[config.mk]
export PLATFORM = sky130hd
export DESIGN_NAME = cmdhist_ctrl
export DESIGN_NICKNAME = d
export VERILOG_FILES = /design/src/rtl/cmdhist_pkg.sv /design/src/rtl/cmdhist_ctrl.sv
export SDC_FILE = /design/constraint.sdc
export NUM_CORES = 1
export LEC_CHECK = 0
export ABC_AREA = 1
export ABC_CLOCK_PERIOD_IN_PS = 1500
export BUFFER_PORTS_ARGS = -buffer_cell sky130_fd_sc_hd__buf_2
export CORE_UTILIZATION = 35
export DETAILED_ROUTE_END_ITERATION = 16
export HOLD_SLACK_MARGIN = 0.05
export SYNTH_ARGS = -nofsm -noshare
export SYNTH_HDL_FRONTEND = slang
export SYNTH_SLANG_ARGS = --single-unit
[constraint.sdc]
create_clock -name clk -period 1.5 [get_ports clk]
set_input_delay 0.3 -clock clk [delete_from_list [all_inputs] [get_ports clk]]
set_output_delay 0.3 -clock clk [all_outputs]
set_load 0.01 [all_outputs]
[src/rtl/cmdhist_pkg.sv]
`timescale 1ns / 1ps
`default_nettype none

package cmdhist_pkg;

    localparam int HISTORY_DEPTH = 8;
    localparam int LINE_BYTES    = 64;

    localparam int SLOT_W      = (HISTORY_DEPTH > 1) ? $clog2(HISTORY_DEPTH) : 1;
    localparam int COUNT_W     = $clog2(HISTORY_DEPTH + 1);
    localparam int LEN_W       = $clog2(LINE_BYTES + 1);
    localparam int IDX_W       = (LINE_BYTES > 1) ? $clog2(LINE_BYTES) : 1;
    localparam int LINE_SLOTS  = 2 ** IDX_W;
    localparam int STORE_DEPTH = HISTORY_DEPTH * LINE_SLOTS;
    localparam int STORE_AW    = SLOT_W + IDX_W;

    typedef enum logic [1:0] {
        REQ_PUSH  = 2'd0,
        REQ_OLDER = 2'd1,
        REQ_NEWER = 2'd2,
        REQ_CLEAR = 2'd3
    } req_t;

    typedef struct packed {
        logic [1:0] req_type;
        logic [7:0] data_byte;
        logic       line_empty;
        logic       byte_last;
    } in_item_t;

    typedef struct packed {
        logic       status;
        logic [7:0] out_byte;
        logic       byte_valid;
        logic       result_last;
    } out_item_t;

    typedef enum logic [1:0] {
        PTR_NONE  = 2'd0,
        PTR_PUSH  = 2'd1,
        PTR_POP   = 2'd2,
        PTR_CLEAR = 2'd3
    } ptr_op_t;

    typedef enum logic [2:0] {
        POS_KEEP = 3'd0,
        POS_ZERO = 3'd1,
        POS_ONE  = 3'd2,
        POS_INC  = 3'd3,
        POS_DEC  = 3'd4
    } pos_op_t;

    typedef struct packed {
        logic    take;
        ptr_op_t ptr_op;
        pos_op_t pos_op;
        logic    browse_set;
        logic    browse_clr;
        logic    cnt_clear;
        logic    copy_run;
        logic    line_first;
        logic    line_next;
        logic    load_status;
        logic    status_val;
        logic    load_byte;
        logic    len_clear;
    } dp_cmd_t;

    typedef struct packed {
        logic [1:0] req;
        logic       enabled;
        logic       count_zero;
        logic       browsing;
        logic       pos_zero;
        logic       pos_adv;
        logic       len_zero;
        logic       copy_done;
        logic       sel_len_zero;
        logic       line_end;
        logic       out_free;
    } dp_status_t;

endpackage

`default_nettype wire

[src/rtl/cmdhist_ctrl.sv]
`timescale 1ns / 1ps
`default_nettype none

module cmdhist_ctrl
    import cmdhist_pkg::*;
(
    input  wire logic       clk,
    input  wire logic       rst_n,
    input  wire logic       in_valid,
    input  wire logic       in_last,
    output logic            in_stall,
    input  wire dp_status_t sts,
    output dp_cmd_t         cmd
);

    typedef enum logic [5:0] {
        ST_IDLE       = 6'b000001,
        ST_DECIDE     = 6'b000010,
        ST_COPY       = 6'b000100,
        ST_LINE_START = 6'b001000,
        ST_LINE_SEND  = 6'b010000,
        ST_STATUS     = 6'b100000
    } state_t;

    state_t state_reg, state_next;
    logic   line_reg, line_next;
    logic   stval_reg, stval_next;

    always_ff @(posedge clk or negedge rst_n)
    begin
        if (!rst_n)
        begin
            state_reg <= ST_IDLE;
            line_reg  <= 1'b0;
            stval_reg <= 1'b0;
        end
        else
        begin
            state_reg <= state_next;
            line_reg  <= line_next;
            stval_reg <= stval_next;
        end
    end

    assign in_stall = (state_reg != ST_IDLE);

    always_comb
    begin
        logic do_copy;
        logic do_line;
        state_next     = state_reg;
        line_next      = line_reg;
        stval_next     = stval_reg;
        do_copy        = 1'b0;
        do_line        = 1'b0;
        cmd            = '0;
        cmd.ptr_op     = PTR_NONE;
        cmd.pos_op     = POS_KEEP;
        case (state_reg)
            ST_IDLE:
            begin
                if (in_valid)
                begin
                    cmd.take = 1'b1;
                    if (in_last)
                    begin
                        state_next = ST_DECIDE;
                    end
                end
            end
            ST_DECIDE:
            begin
                cmd.cnt_clear = 1'b1;
                stval_next    = 1'b0;
                if (!sts.enabled)
                begin
                    stval_next = 1'b1;
                end
                else
                begin
                    case (req_t'(sts.req))
                        REQ_PUSH:
                        begin
                            if (sts.browsing)
                            begin
                                if (!sts.len_zero)
                                begin
                                    do_copy = 1'b1;
                                end
                                else if (!sts.count_zero)
                                begin
                                    cmd.ptr_op = PTR_POP;
                                end
                                cmd.browse_clr = 1'b1;
                                cmd.pos_op     = POS_ZERO;
                            end
                            else if (!sts.len_zero)
                            begin
                                cmd.ptr_op = PTR_PUSH;
                                do_copy    = 1'b1;
                            end
                        end
                        REQ_OLDER:
                        begin
                            if (sts.count_zero)
                            begin
                                stval_next = 1'b1;
                            end
                            else if (sts.browsing)
                            begin
                                do_copy = sts.pos_zero;
                                do_line = 1'b1;
                                if (sts.pos_adv)
                                begin
                                    cmd.pos_op = POS_INC;
                                end
                            end
                            else
                            begin
                                cmd.ptr_op     = PTR_PUSH;
                                cmd.browse_set = 1'b1;
                                cmd.pos_op     = POS_ONE;
                                do_copy        = 1'b1;
                                do_line        = 1'b1;
                            end
                        end
                        REQ_NEWER:
                        begin
                            if (sts.count_zero || !sts.browsing)
                            begin
                                stval_next = 1'b1;
                            end
                            else
                            begin
                                do_line = 1'b1;
                                if (!sts.pos_zero)
                                begin
                                    cmd.pos_op = POS_DEC;
                                end
                            end
                        end
                        default:
                        begin
                            cmd.ptr_op     = PTR_CLEAR;
                            cmd.pos_op     = POS_ZERO;
                            cmd.browse_clr = 1'b1;
                        end
                    endcase
                end
                line_next = do_line;
                if (do_copy)
                begin
                    state_next = ST_COPY;
                end
                else if (do_line)
                begin
                    state_next = ST_LINE_START;
                end
                else
                begin
                    state_next = ST_STATUS;
                end
            end
            ST_COPY:
            begin
                cmd.copy_run = 1'b1;
                if (sts.copy_done)
                begin
                    state_next = line_reg ? ST_LINE_START : ST_STATUS;
                end
            end
            ST_LINE_START:
            begin
                if (sts.sel_len_zero)
                begin
                    stval_next = 1'b0;
                    state_next = ST_STATUS;
                end
                else
                begin
                    cmd.line_first = 1'b1;
                    state_next     = ST_LINE_SEND;
                end
            end
            ST_LINE_SEND:
            begin
                if (sts.out_free)
                begin
                    cmd.load_byte = 1'b1;
                    if (sts.line_end)
                    begin
                        cmd.len_clear = 1'b1;
                        state_next    = ST_IDLE;
                    end
                    else
                    begin
                        cmd.line_next = 1'b1;
                    end
                end
            end
            ST_STATUS:
            begin
                cmd.status_val = stval_reg;
                if (sts.out_free)
                begin
                    cmd.load_status = 1'b1;
                    cmd.len_clear   = 1'b1;
                    state_next      = ST_IDLE;
                end
            end
            default:
            begin
                state_next = ST_IDLE;
            end
        endcase
    end

endmodule

`default_nettype wire

==> Word level (Yosys, flattened, before mapping) <==
Index checks and enable logic that the tools add are counted.
{ "word_totals": {"regBits": 8, "in_bits": 16, "output_inout_bits": 17, "wordCells": 87} }
{ "classes": {"n_eq_ne": 16, "mux": 61, "reduce_logical": 7} }
{ "op_table": {"columns": ["operator", "count"], "rows": [
  ["$mux 6", 11],
  ["$pmux 6 s6", 1],
  ["$mux 1", 30],
  ["$ne 2x2->1 const B", 7],
  ["$mux 2", 6],
  ["$pmux 1 s2", 6],
  ["$mux 3", 3],
  ["$pmux 3 s3", 1],
  ["$mux 8", 1],
  ["$mux 7", 1],
  ["$eq 6x1->1 const B", 1],
  ["$eq 6x2->1 const B", 1],
  ["$eq 6x3->1 const B", 1],
  ["$eq 6x4->1 const B", 1],
  ["$eq 6x5->1 const B", 1],
  ["$eq 6x6->1 const B", 1],
  ["$ne 6x1->1 const B", 1],
  ["$pmux 2 s3", 1],
  ["$reduce_and 6->1", 1],
  ["$eq 2x1->1 const B", 1],
  ["$eq 2x2->1 const B", 1],
  ["$logic_not 2->1", 1],
  ["$reduce_and 2->1", 1],
  ["$reduce_bool 2->1", 1],
  ["other kinds (3)", 3]
]} }

==> Logic depth before layout (Yosys ltp) <==
Gate-level depths: netlist of the first run.
{ "depth": {"word_depth": 9, "depth_mapped": 11, "mapped_depth_nobuf": 11} }

==> Least setup slack after synthesis of the first run <==
Ideal clock, no wire load.
{ "synth_path": {"path_kind": "register to output", "from": "reg state_reg[5]", "to": "out cmd[10] in the netlist's numbering", "arrival_time_ns": 1.183, "required_ns": 1.200, "path_slack_ns": 0.017, "stages_incl_launch_ff": 6, "path_buffers": 0, "path_cell_list": "dfrtp_1 -> nor2_4 -> nand3_2 -> nor2_4 -> nand2_2 -> a31oi_1"} }
{ "synth_lines": {"columns": ["element", "line_no", "text"], "rows": [
  ["from (decl)", "cmdhist_ctrl.sv:25", "state_t state_reg, state_next;"],
  ["from (signal assigned)", "cmdhist_ctrl.sv:39", "state_reg <= state_next;"],
  ["to (decl)", "cmdhist_ctrl.sv:13", "output dp_cmd_t cmd"]
]} }

==> results.json, run 1 <==
{
  "cp_cell_sequence": "nor2_4 > nand3_2 > nor2_4 > nand2_4 > nor4_2 > buf_2",
  "setup_tns_ps": -2816,
  "path_common_cell": "nor2_4",
  "max-vdd-ir-drop_mv": 0.7266,
  "final_common_cell": "buf_2",
  "clk_latency_ps": 260,
  "drv_cap": 0,
  "path_max_fanout": 7,
  "cts_max_level": 1,
  "endpoint": "cmd[12]",
  "holdWs_ps": 288.6,
  "syn-cell-area_sq_um": 854.6,
  "r2r_setup_slack_ps": 70,
  "cts_sinks": 8,
  "cp_top_family": "simple AND/OR/NAND/NOR gates",
  "routed_wl_um": 2611,
  "initial_utilization": 0.3790,
  "track_usage": 0.2082,
  "synth-seq-area-share": 0.2357,
  "clock.fmax_mhz": 575.7,
  "max_stage_delay_ps": 410,
  "antenna_left": 0,
  "rr_endpoint": "state_reg[5]",
  "rows": 17,
  "status": "finished with violations",
  "grt_overflow_total": 0,
  "leakage_nw": 0.8095,
  "io_pins": 33,
  "yosys_warnings": 0,
  "die_x_um": 51.41,
  "worstRegToRegCells": 8,
  "nNetsFinal": 223,
  "synth-seq-cells": 8,
  "wire_per_inst_um": 11.40,
  "dieArea_sq_mm": 0.002643,
  "dr.pass1.iters": 4,
  "critPathArrivalTime_ps": 1440,
  "drive_above_1_share": 0.4428,
  "synth.net_count": 162,
  "avgSynthCellArea_sq_um": 6.061,
  "setup_violations": 17,
  "largest_reg_flops": 6,
  "hold_violations": 0,
  "area_growth_syn_to_layout_pct": 61.05,
  "cts_tree": "yes",
  "fin_crit_ps": 1737,
  "synthDistinctLibCells": 22,
  "tightestPinTransition_ps": 298.0,
  "final-max-slew-violation-count": 0,
  "violations": "negative setup slack",
  "io_buffers": 32,
  "layout_common_cells": "buf_2, nand2_1, inv_1",
  "rsz0062_at_grt": "true",
  "critPathBufInv": 1,
  "die_h_um": 51.41,
  "start_kind": "flop",
  "critPathRequiredTime_ps": 1200,
  "timing.final.crit_share": 1.158,
  "power.density_mw_per_mm2": 1092,
  "grt_first_pass_wirelength_um": 4071,
  "post_dp_cell_area_sq_mm": 0.001155,
  "endpoint_kind": "primary output",
  "cp_slowest_cell": "dfrtp_1",
  "setup_ws_ps": -237.1,
  "cts_buffers": 3,
  "coreArea_sq_mm": 0.002255,
  "vias_per_cell": 4.865,
  "final_cell_area_sq_mm": 0.001376,
  "synthCells": 141,
  "final_util": 0.6104,
  "gp_congestion": 0.8741,
  "remaining_drc_errors": 0,
  "clk_pin_slew_ps": 60,
  "vias": 1114,
  "antenna-diode-count": 0,
  "crit_start": "state_reg[5]",
  "grt_antenna_before_repair": 0,
  "finClkSkew_ps": 6.424,
  "cp.depth": 6,
  "drtIter0Drc": 32,
  "grt_max_degree": 9,
  "grt_pass1_vias": 970,
  "hpwlAfterDp_um": 2012,
  "root_buffer": "clkbuf_4",
  "path_class": "flop to primary output",
  "max-slew-margin-rel": 0.8006,
  "r2r_start": "state_reg[5]",
  "cts.path.max_buffers": 2,
  "holdCritPathClass": "primary input to flop"
}
==> metal layers <==
layer  GRT usage  wire length, um  up-vias
met2      0.3463             1351       26
met4     0.04054                0        0
met3     0.05655              135        0
li1            -                -      566
met1      0.2675             1124      522
met5           0                0        -
==> power by group <==
group | total (mW) | switching, mW | internal [mW]
combinational | 0.969 | 0.529 | 0.441
clock | 0.190 | 0.0870 | 0.103
sequential | 0.344 | 0.0551 | 0.289
==> through the flow <==
| stage | cells | setup WS (ps) | power (mW) |
|---|---|---|---|
| 4_1_cts | 225 | -250.9 | 1.382 |
| 6_report | 229 | -237.1 | 1.503 |
| 3_3_place_gp | 215 | -11.48 | 1.025 |
| 2_1_floorplan | 141 | 17.22 | 0.7630 |
| 3_5_place_dp | 215 | -48.48 | 1.038 |
| 5_1_grt | 229 | -323.9 | 1.621 |
==> worst min-delay path by stage <==
stage,cells past startpoint,startpoint,endpoint,slack [ps]
detailed placement,1,rst_n,line_reg,160
finish,4,sts[2],state_reg[4],290
global route,4,sts[2],state_reg[4],300
global placement,1,rst_n,line_reg,160
CTS,4,sts[2],state_reg[4],290
floorplan,0,rst_n,line_reg,4
==> worst reg2reg max path: cells and delay by family (launching register included) <==
kind | cells | cell delay [ps]
buffers and inverters | 2 | 250
DFF | 1 | 410
and+or+nand+nor | 6 | 680
==> cells in the mapped netlist <==
| master | instances | share of area |
|---|---|---|
| nand2_1 | 32 | 0.14 |
| inv_1 | 30 | 0.13 |
| nor2_1 | 23 | 0.10 |
| nand3_1 | 10 | 0.059 |
| dfrtp_1 | 7 | 0.20 |
| a21oi_1 | 6 | 0.035 |
| ha_1 | 5 | 0.073 |
| nand4_1 | 5 | 0.037 |
| o21ai_0 | 4 | 0.023 |
| nor2_4 | 3 | 0.040 |
| a31oi_1 | 2 | 0.015 |
| nor2_2 | 2 | 0.015 |
| o21ai_1 | 2 | 0.012 |
| o21bai_1 | 2 | 0.018 |
| dfstp_2 | 1 | 0.031 |
| inv_2 | 1 | 0.0044 |
| nand2_2 | 1 | 0.0073 |
| nand3_2 | 1 | 0.012 |
| nor3_1 | 1 | 0.0059 |
| nor4_2 | 1 | 0.015 |
| o2111ai_1 | 1 | 0.010 |
| o32a_1 | 1 | 0.012 |
==> kinds of logic after synthesis <==
| logic type | share of synthesized area |
|---|---|
| AO/OA/AOI/OAI | 0.1244 |
| buffers and inverters | 0.1362 |
| flip-flops | 0.2357 |
| AND/OR/NAND/NOR | 0.4305 |
| adder cells (fa/ha/maj) | 0.07321 |
==> cell type report <==
type                            count  area [sq um]
Tap cell                           28         35.03
Timing Repair Buffer               56         364.1
Clock buffer                        4         26.28
Inverter                           31         121.4
Sequential cell                     8         202.7
Fill cell                         213         878.3
Multi-Input combinational cell    102         626.9
==> what timing repair did <==
| item | in CTS | in global routing |
|---|---|---|
| hold buffers | 1 | 0 |
| gates cloned | 0 | 0 |
| endpoints found under the setup margin | 17 | 22 |
| pin swaps | 4 | 14 |
| hold endpoints to repair | 7 | 0 |
| setup buffers | 5 | 4 |
| gates resized for setup | 18 | 17 |
Power figures use the tool's default switching activity.
==> run 2, diff against run 1 <==
--- a/config.mk
+++ b/config.mk
@@ -11,4 +11,5 @@
 export CORE_UTILIZATION = 35
 export DETAILED_ROUTE_END_ITERATION = 16
+export GPL_TIMING_DRIVEN = 0
 export HOLD_SLACK_MARGIN = 0.05
 export SYNTH_ARGS = -nofsm -noshare
==> constraint.sdc (replaced) <==
create_clock -name clk -period 1.5 [get_ports clk]
set_input_delay 0.15 -clock clk [delete_from_list [all_inputs] [get_ports clk]]
set_output_delay 0.15 -clock clk [all_outputs]
set_load 0.01 [all_outputs]
==> run 2 against run 1 <==
Effect of this change: the run still ends with negative setup slack left; die area stayed put; combinational power hardly changed; via count fell by 0.36%; sequential power is essentially flat; non-clock buffer count fell by 4; cell count fell by 1.7%; flip-flop and latch count is the same; maximum frequency rose by 6.1%; critical path type unchanged; critical endpoint unchanged; largest cell class unchanged.
==> results.json, run 2 (synthesis gave the netlist of run 1 again) <==
{
  "final-max-slew-violation-count": 0,
  "die_x_um": 51.41,
  "grt_first_pass_wirelength_um": 3953,
  "fillCellCount": 224,
  "critPathRequiredTime_ps": 1350,
  "routed_wl_um": 2605,
  "rsz0062_at_grt": "true",
  "totalPowerFinal_mw": 1.542,
  "root_buffer": "clkbuf_4",
  "seqCellArea_sq_um": 203.9,
  "dieArea_sq_mm": 0.002643,
  "holdWs_ps": 148.5,
  "grt_pass1_vias": 919,
  "layout_common_cells": "buf_2, nand2_1, inv_1",
  "cts_sinks": 8,
  "drive_above_1_share": 0.4619,
  "grt_max_degree": 9,
  "fin_crit_ps": 1637,
  "multi_input_area_sq_um": 646.9,
  "die_h_um": 51.41,
  "setup_ws_ps": -137.2,
  "vias": 1110,
  "finClkSkew_ps": 10.41,
  "place_ws_ps": 42.74,
  "setup_violations": 11,
  "antenna_left": 0,
  "wire_per_inst_um": 11.58,
  "start_kind": "flop",
  "rows": 17,
  "max-vdd-ir-drop_mv": 0.6922,
  "drtIter0Drc": 27,
  "critPathArrivalTime_ps": 1490,
  "final_cell_area_sq_mm": 0.001381,
  "track_usage": 0.2063,
  "tightestPinTransition_ps": 233.0,
  "io_pins": 33,
  "clk_pin_slew_ps": 70,
  "final_util": 0.6127,
  "endpoint_kind": "primary output",
  "gp_congestion": 0.9395,
  "cts_max_level": 1,
  "grt_overflow_total": 0,
  "io_buffers": 32,
  "power.density_mw_per_mm2": 1116,
  "cts_tree": "yes",
  "grt_antenna_before_repair": 0,
  "status": "finished with violations",
  "hold_violations": 0,
  "drv_cap": 0,
  "path_max_fanout": 7,
  "timing.final.crit_share": 1.091,
  "post_dp_cell_area_sq_mm": 0.001050,
  "leakage_nw": 0.7974,
  "area_growth_syn_to_layout_pct": 61.64,
  "holdCritPathClass": "primary input to flop",
  "initial_utilization": 0.3790,
  "final_common_cell": "buf_2",
  "cts_buffers": 3,
  "cts.path.max_buffers": 2,
  "coreArea_sq_mm": 0.002255,
  "violations": "negative setup slack",
  "path_class": "flop to primary output",
  "antenna-diode-count": 0,
  "largest_reg_flops": 6,
  "vias_per_cell": 4.933,
  "nNetsFinal": 219,
  "hpwlAfterDp_um": 1719,
  "clk_latency_ps": 280,
  "clock.fmax_mhz": 610.8,
  "dr.pass1.iters": 4,
  "remaining_drc_errors": 0,
  "max-slew-margin-rel": 0.8445
}
==> run 2: path summary, 6_finish.rpt <==
path / start / end / slack, ps / cells past startpoint
setup / recovery: state_reg[5] / cmd[12] / -140 / 6
hold / removal: sts[2] / state_reg[4] / 150 / 4
setup reg to reg: state_reg[5] / state_reg[3] / 60 / 7
hold reg to reg: stval_reg / stval_reg / 540 / 2
max in group asynchronous: rst_n / state_reg[0] / 990 / 2
min in group asynchronous: rst_n / state_reg[4] / 260 / 2
==> run 2: timing repair <==
item / 4_1_cts / 5_1_grt
buffers inserted: 12 / 7
gates cloned: 0 / 0
hold buffers: 1 / 0
gates resized for setup: 10 / 37
endpoints found under the setup margin: 16 / 21
hold endpoints to repair: 8 / 0
pin swaps: 9 / 15
==> run 2: layer usage <==
metal / track usage / vias up / share of wire
li1: - / 559 / -
met1: 0.2621 / 521 / 0.45
met2: 0.3268 / 26 / 0.50
met3: 0.04762 / 4 / 0.043
met4: 0.09459 / 0 / 0.0088
met5: 0 / - / 0
==> run 2: power breakdown <==
part | leakage (nW) | switching (mW) | total, mW | internal (mW)
logic | 0.682 | 0.540 | 1.00 | 0.462
clock network | 0.0150 | 0.0936 | 0.197 | 0.103
registers | 0.100 | 0.0546 | 0.343 | 0.289
total | 0.797 | 0.689 | 1.54 | 0.853
==> run 2: area by class of cell <==
class,instances,area share
clock buffers,4,0.01902
inverters,31,0.08605
multi-input cells,102,0.4683
flip-flops and latches,8,0.1476
well taps,28,0.02536
repair buffers,52,0.2536
==> run 2: critical path, cell delays in order, from the launching register on <==
cell and delay (ps):
dfrtp_1 410, nor2_4 170, nand3_2 100, nor2_4 140, nand2_4 100, nor4_2 120, buf_2 160
==> run 2: per-stage QoR <==
stage | setup TNS (ps) | cells
after detailed placement | 0 | 201
final | -990.2 | 225
after CTS | -896.8 | 218
after global placement | 0 | 201
after floorplan | 0 | 141
after global routing | -2128 | 225
==> run 3, diff against run 2 <==
Settings changed: ABC_AREA 1 to unset.
==> run 3 against run 2 <==
Effect of this change: the flow still finishes with violations (negative setup slack); total power rose by 3.3%; global-route usage fell by 1.3 points; sequential power rose by 17%; sequential share of layout area rose by 0.97 points; die area fell by 12%; flip-flop and latch count did not move; synthesized cell count fell by 35%; maximum frequency fell by 17%; critical path type is now flop to flop; critical path depth did not move; largest power group unchanged.
==> results.json, run 3 <==
{
  "wl_met1_um": 1033,
  "grt_first_pass_wirelength_um": 3546,
  "finClkSkew_ps": 6.237,
  "drv_cap": 0,
  "synth_top_family_by_area": "simple AND/OR/NAND/NOR gates",
  "syn-cell-area_sq_um": 750.7,
  "cts.path.max_buffers": 2,
  "largest_reg_flops": 6,
  "violations": "negative setup slack",
  "critPathArrivalTime_ps": 2110,
  "synth_fa_ha_area_frac": 0.08333,
  "track_usage": 0.1929,
  "layout_common_cells": "buf_2, buf_4, nor2_1",
  "remaining_drc_errors": 0,
  "synth.most_common_cell": "nor2_1",
  "path_max_fanout": 5,
  "wire_per_inst_um": 13.31,
  "cts_max_level": 1,
  "area_growth_syn_to_layout_pct": 75.83,
  "min_from": "sts[3]",
  "timing.final.crit_share": 1.312,
  "nNetsFinal": 174,
  "r2r_start": "state_reg[4]",
  "place_ws_ps": -398.8,
  "synth_common_cells": "nor2_1, nand2_1, dfrtp_1",
  "leakage_nw": 0.6633,
  "start_kind": "flop",
  "cts_sinks": 8,
  "synthDominantCellAreaShare": 0.2333,
  "root_buffer": "clkbuf_4",
  "max-vdd-ir-drop_mv": 0.9842,
  "synthDistinctLibCells": 38,
  "initial_utilization": 0.3788,
  "vias": 914,
  "synth_top_cell_by_area": "dfrtp_1",
  "final-max-slew-violation-count": 0,
  "io_pins": 33,
  "synth_enable_flop_cells": 0,
  "cts_buffers": 3,
  "clock.fmax_mhz": 508.0,
  "gp_congestion": 0.8253,
  "synthCells": 91,
  "avgSynthCellArea_sq_um": 8.250,
  "fin_crit_ps": 1968,
  "endpoint_kind": "flop",
  "setup_ws_ps": -468.3,
  "holdWs_ps": 142.9,
  "hpwlAfterDp_um": 1451,
  "io_buffers": 32,
  "routed_wl_um": 2383,
  "clk_latency_ps": 250,
  "antenna-diode-count": 0,
  "synth_compound_area_frac": 0.2050,
  "grt_pass1_vias": 794,
  "synth-seq-cells": 8,
  "ys.flop_type": "dfrtp_1",
  "coreArea_sq_mm": 0.001982,
  "holdCritPathClass": "primary input to flop",
  "synthMuxAreaShare": 0.02000,
  "power.density_mw_per_mm2": 1206,
  "synth-simple-area-share": 0.3883,
  "final_common_cell": "buf_2",
  "rows": 16,
  "yosys_warnings": 0,
  "vias_per_cell": 5.106,
  "synth.net_count": 112,
  "clk_pin_slew_ps": 60,
  "synthTopCellsByArea": "dfrtp_1, ha_1, nor2_1, a21oi_1, nand2_1",
  "grt_antenna_before_repair": 0,
  "synthXorXnorAreaFrac": 0,
  "wl_met3_um": 115,
  "grt_overflow_total": 0,
  "drive_above_1_share": 0.5789,
  "rsz0062_at_grt": "true",
  "dr.pass1.iters": 4,
  "die_h_um": 48.32,
  "path_class": "flop to flop",
  "max-slew-margin-rel": 0.7877,
  "critPathRequiredTime_ps": 1640,
  "met2_wirelength_um": 1234,
  "synthArstFlopShare": 1.000,
  "hold_violations": 0,
  "drtIter0Drc": 15,
  "final_util": 0.6660,
  "cts_tree": "yes",
  "top_layer_used": "met3",
  "dieArea_sq_mm": 0.002334,
  "crit_start": "state_reg[4]",
  "die_x_um": 48.32,
  "grt_max_degree": 9,
  "setup_violations": 24,
  "antenna_left": 0,
  "synth-seq-area-share": 0.2683,
  "status": "finished with violations",
  "tightestPinTransition_ps": 316.1
}
run 3: changes by cell type in the layout (fill, tap and decap cells not counted), moves of 4 or more:
cell | before | now
nand2_1 | 27 | 7
inv_1 | 23 | 6
nor2_4 | 9 | 0
buf_4 | 14 | 21
inv_2 | 7 | 0
nand3_1 | 8 | 1
nand2_4 | 4 | 0
nand3b_1 | 0 | 4
nand4_1 | 5 | 1
nor2_1 | 14 | 10
run 3: worst max-delay path, cell delays in order, from the launching register on:
cell	delay, ps
dfrtp_2	430
buf_4	140
buf_6	120
nor4_4	320
nand3b_1	230
o211ai_2	290
mux2_4	320
run 3: stage by stage:
| step | cell area, sq um | total power, mW | TNS (ps) | cells |
|---|---|---|---|---|
| 2_1_floorplan | 788.3 | 0.7212 | -399.8 | 91 |
| 4_1_cts | 1207 | 1.421 | -5391 | 169 |
| 5_1_grt | 1320 | 1.688 | -9323 | 179 |
| 3_3_place_gp | 982.2 | 0.8806 | -2095 | 150 |
| 3_5_place_dp | 982.2 | 0.8868 | -2252 | 150 |
| 6_report | 1320 | 1.592 | -7491 | 179 |
run 3: worst paths after layout:
path,slack (ps),end,depth (start not counted)
worst max-delay path,-470,state_reg[5],6
worst min-delay path,140,state_reg[2],2
worst max register to register,-470,state_reg[5],6
worst min register to register,520,stval_reg,2
max in group asynchronous,990,state_reg[0],2
min in group asynchronous,270,stval_reg,2
run 3: kinds of logic (layout without fill, tap and decap cells):
group           count (synthesis)  after routing
simple gates                   48             48
compound gates                 22             22
flops                           8              8
buf+inv                         7             68
fa+ha+maj                       5              5
mux                             1              1
run 3: report_power, final:
part           switching, mW  leakage [nW]  internal (mW)
sequential             0.104        0.0965          0.297
clock                 0.0762        0.0150          0.102
combinational          0.437         0.552          0.576
total                  0.618         0.663          0.975
run 3: metal layers:
metal | GRT usage | up-vias
met4 | 0 | 0
met5 | 0 | -
li1 | - | 453
met2 | 0.3216 | 27
met3 | 0.05031 | 0
met1 | 0.2677 | 434
run 3: final cells by class:
class | instances | area [sq um]
repair buffers | 57 | 374.1
flip-flops and latches | 8 | 207.7
clock buffers | 4 | 26.28
well taps | 27 | 33.78
multi-input cells | 76 | 649.4
fillers | 179 | 661.9
inverters | 7 | 28.78
run 3: what timing repair did:
| action | in CTS | in global routing |
|---|---|---|
| resized for setup | 18 | 11 |
| gates cloned | 0 | 0 |
| endpoints found under the hold margin | 8 | 0 |
| pin swaps | 14 | 11 |
| buffers inserted | 14 | 11 |
| hold buffers | 1 | 0 |
| setup endpoints to repair | 22 | 24 |
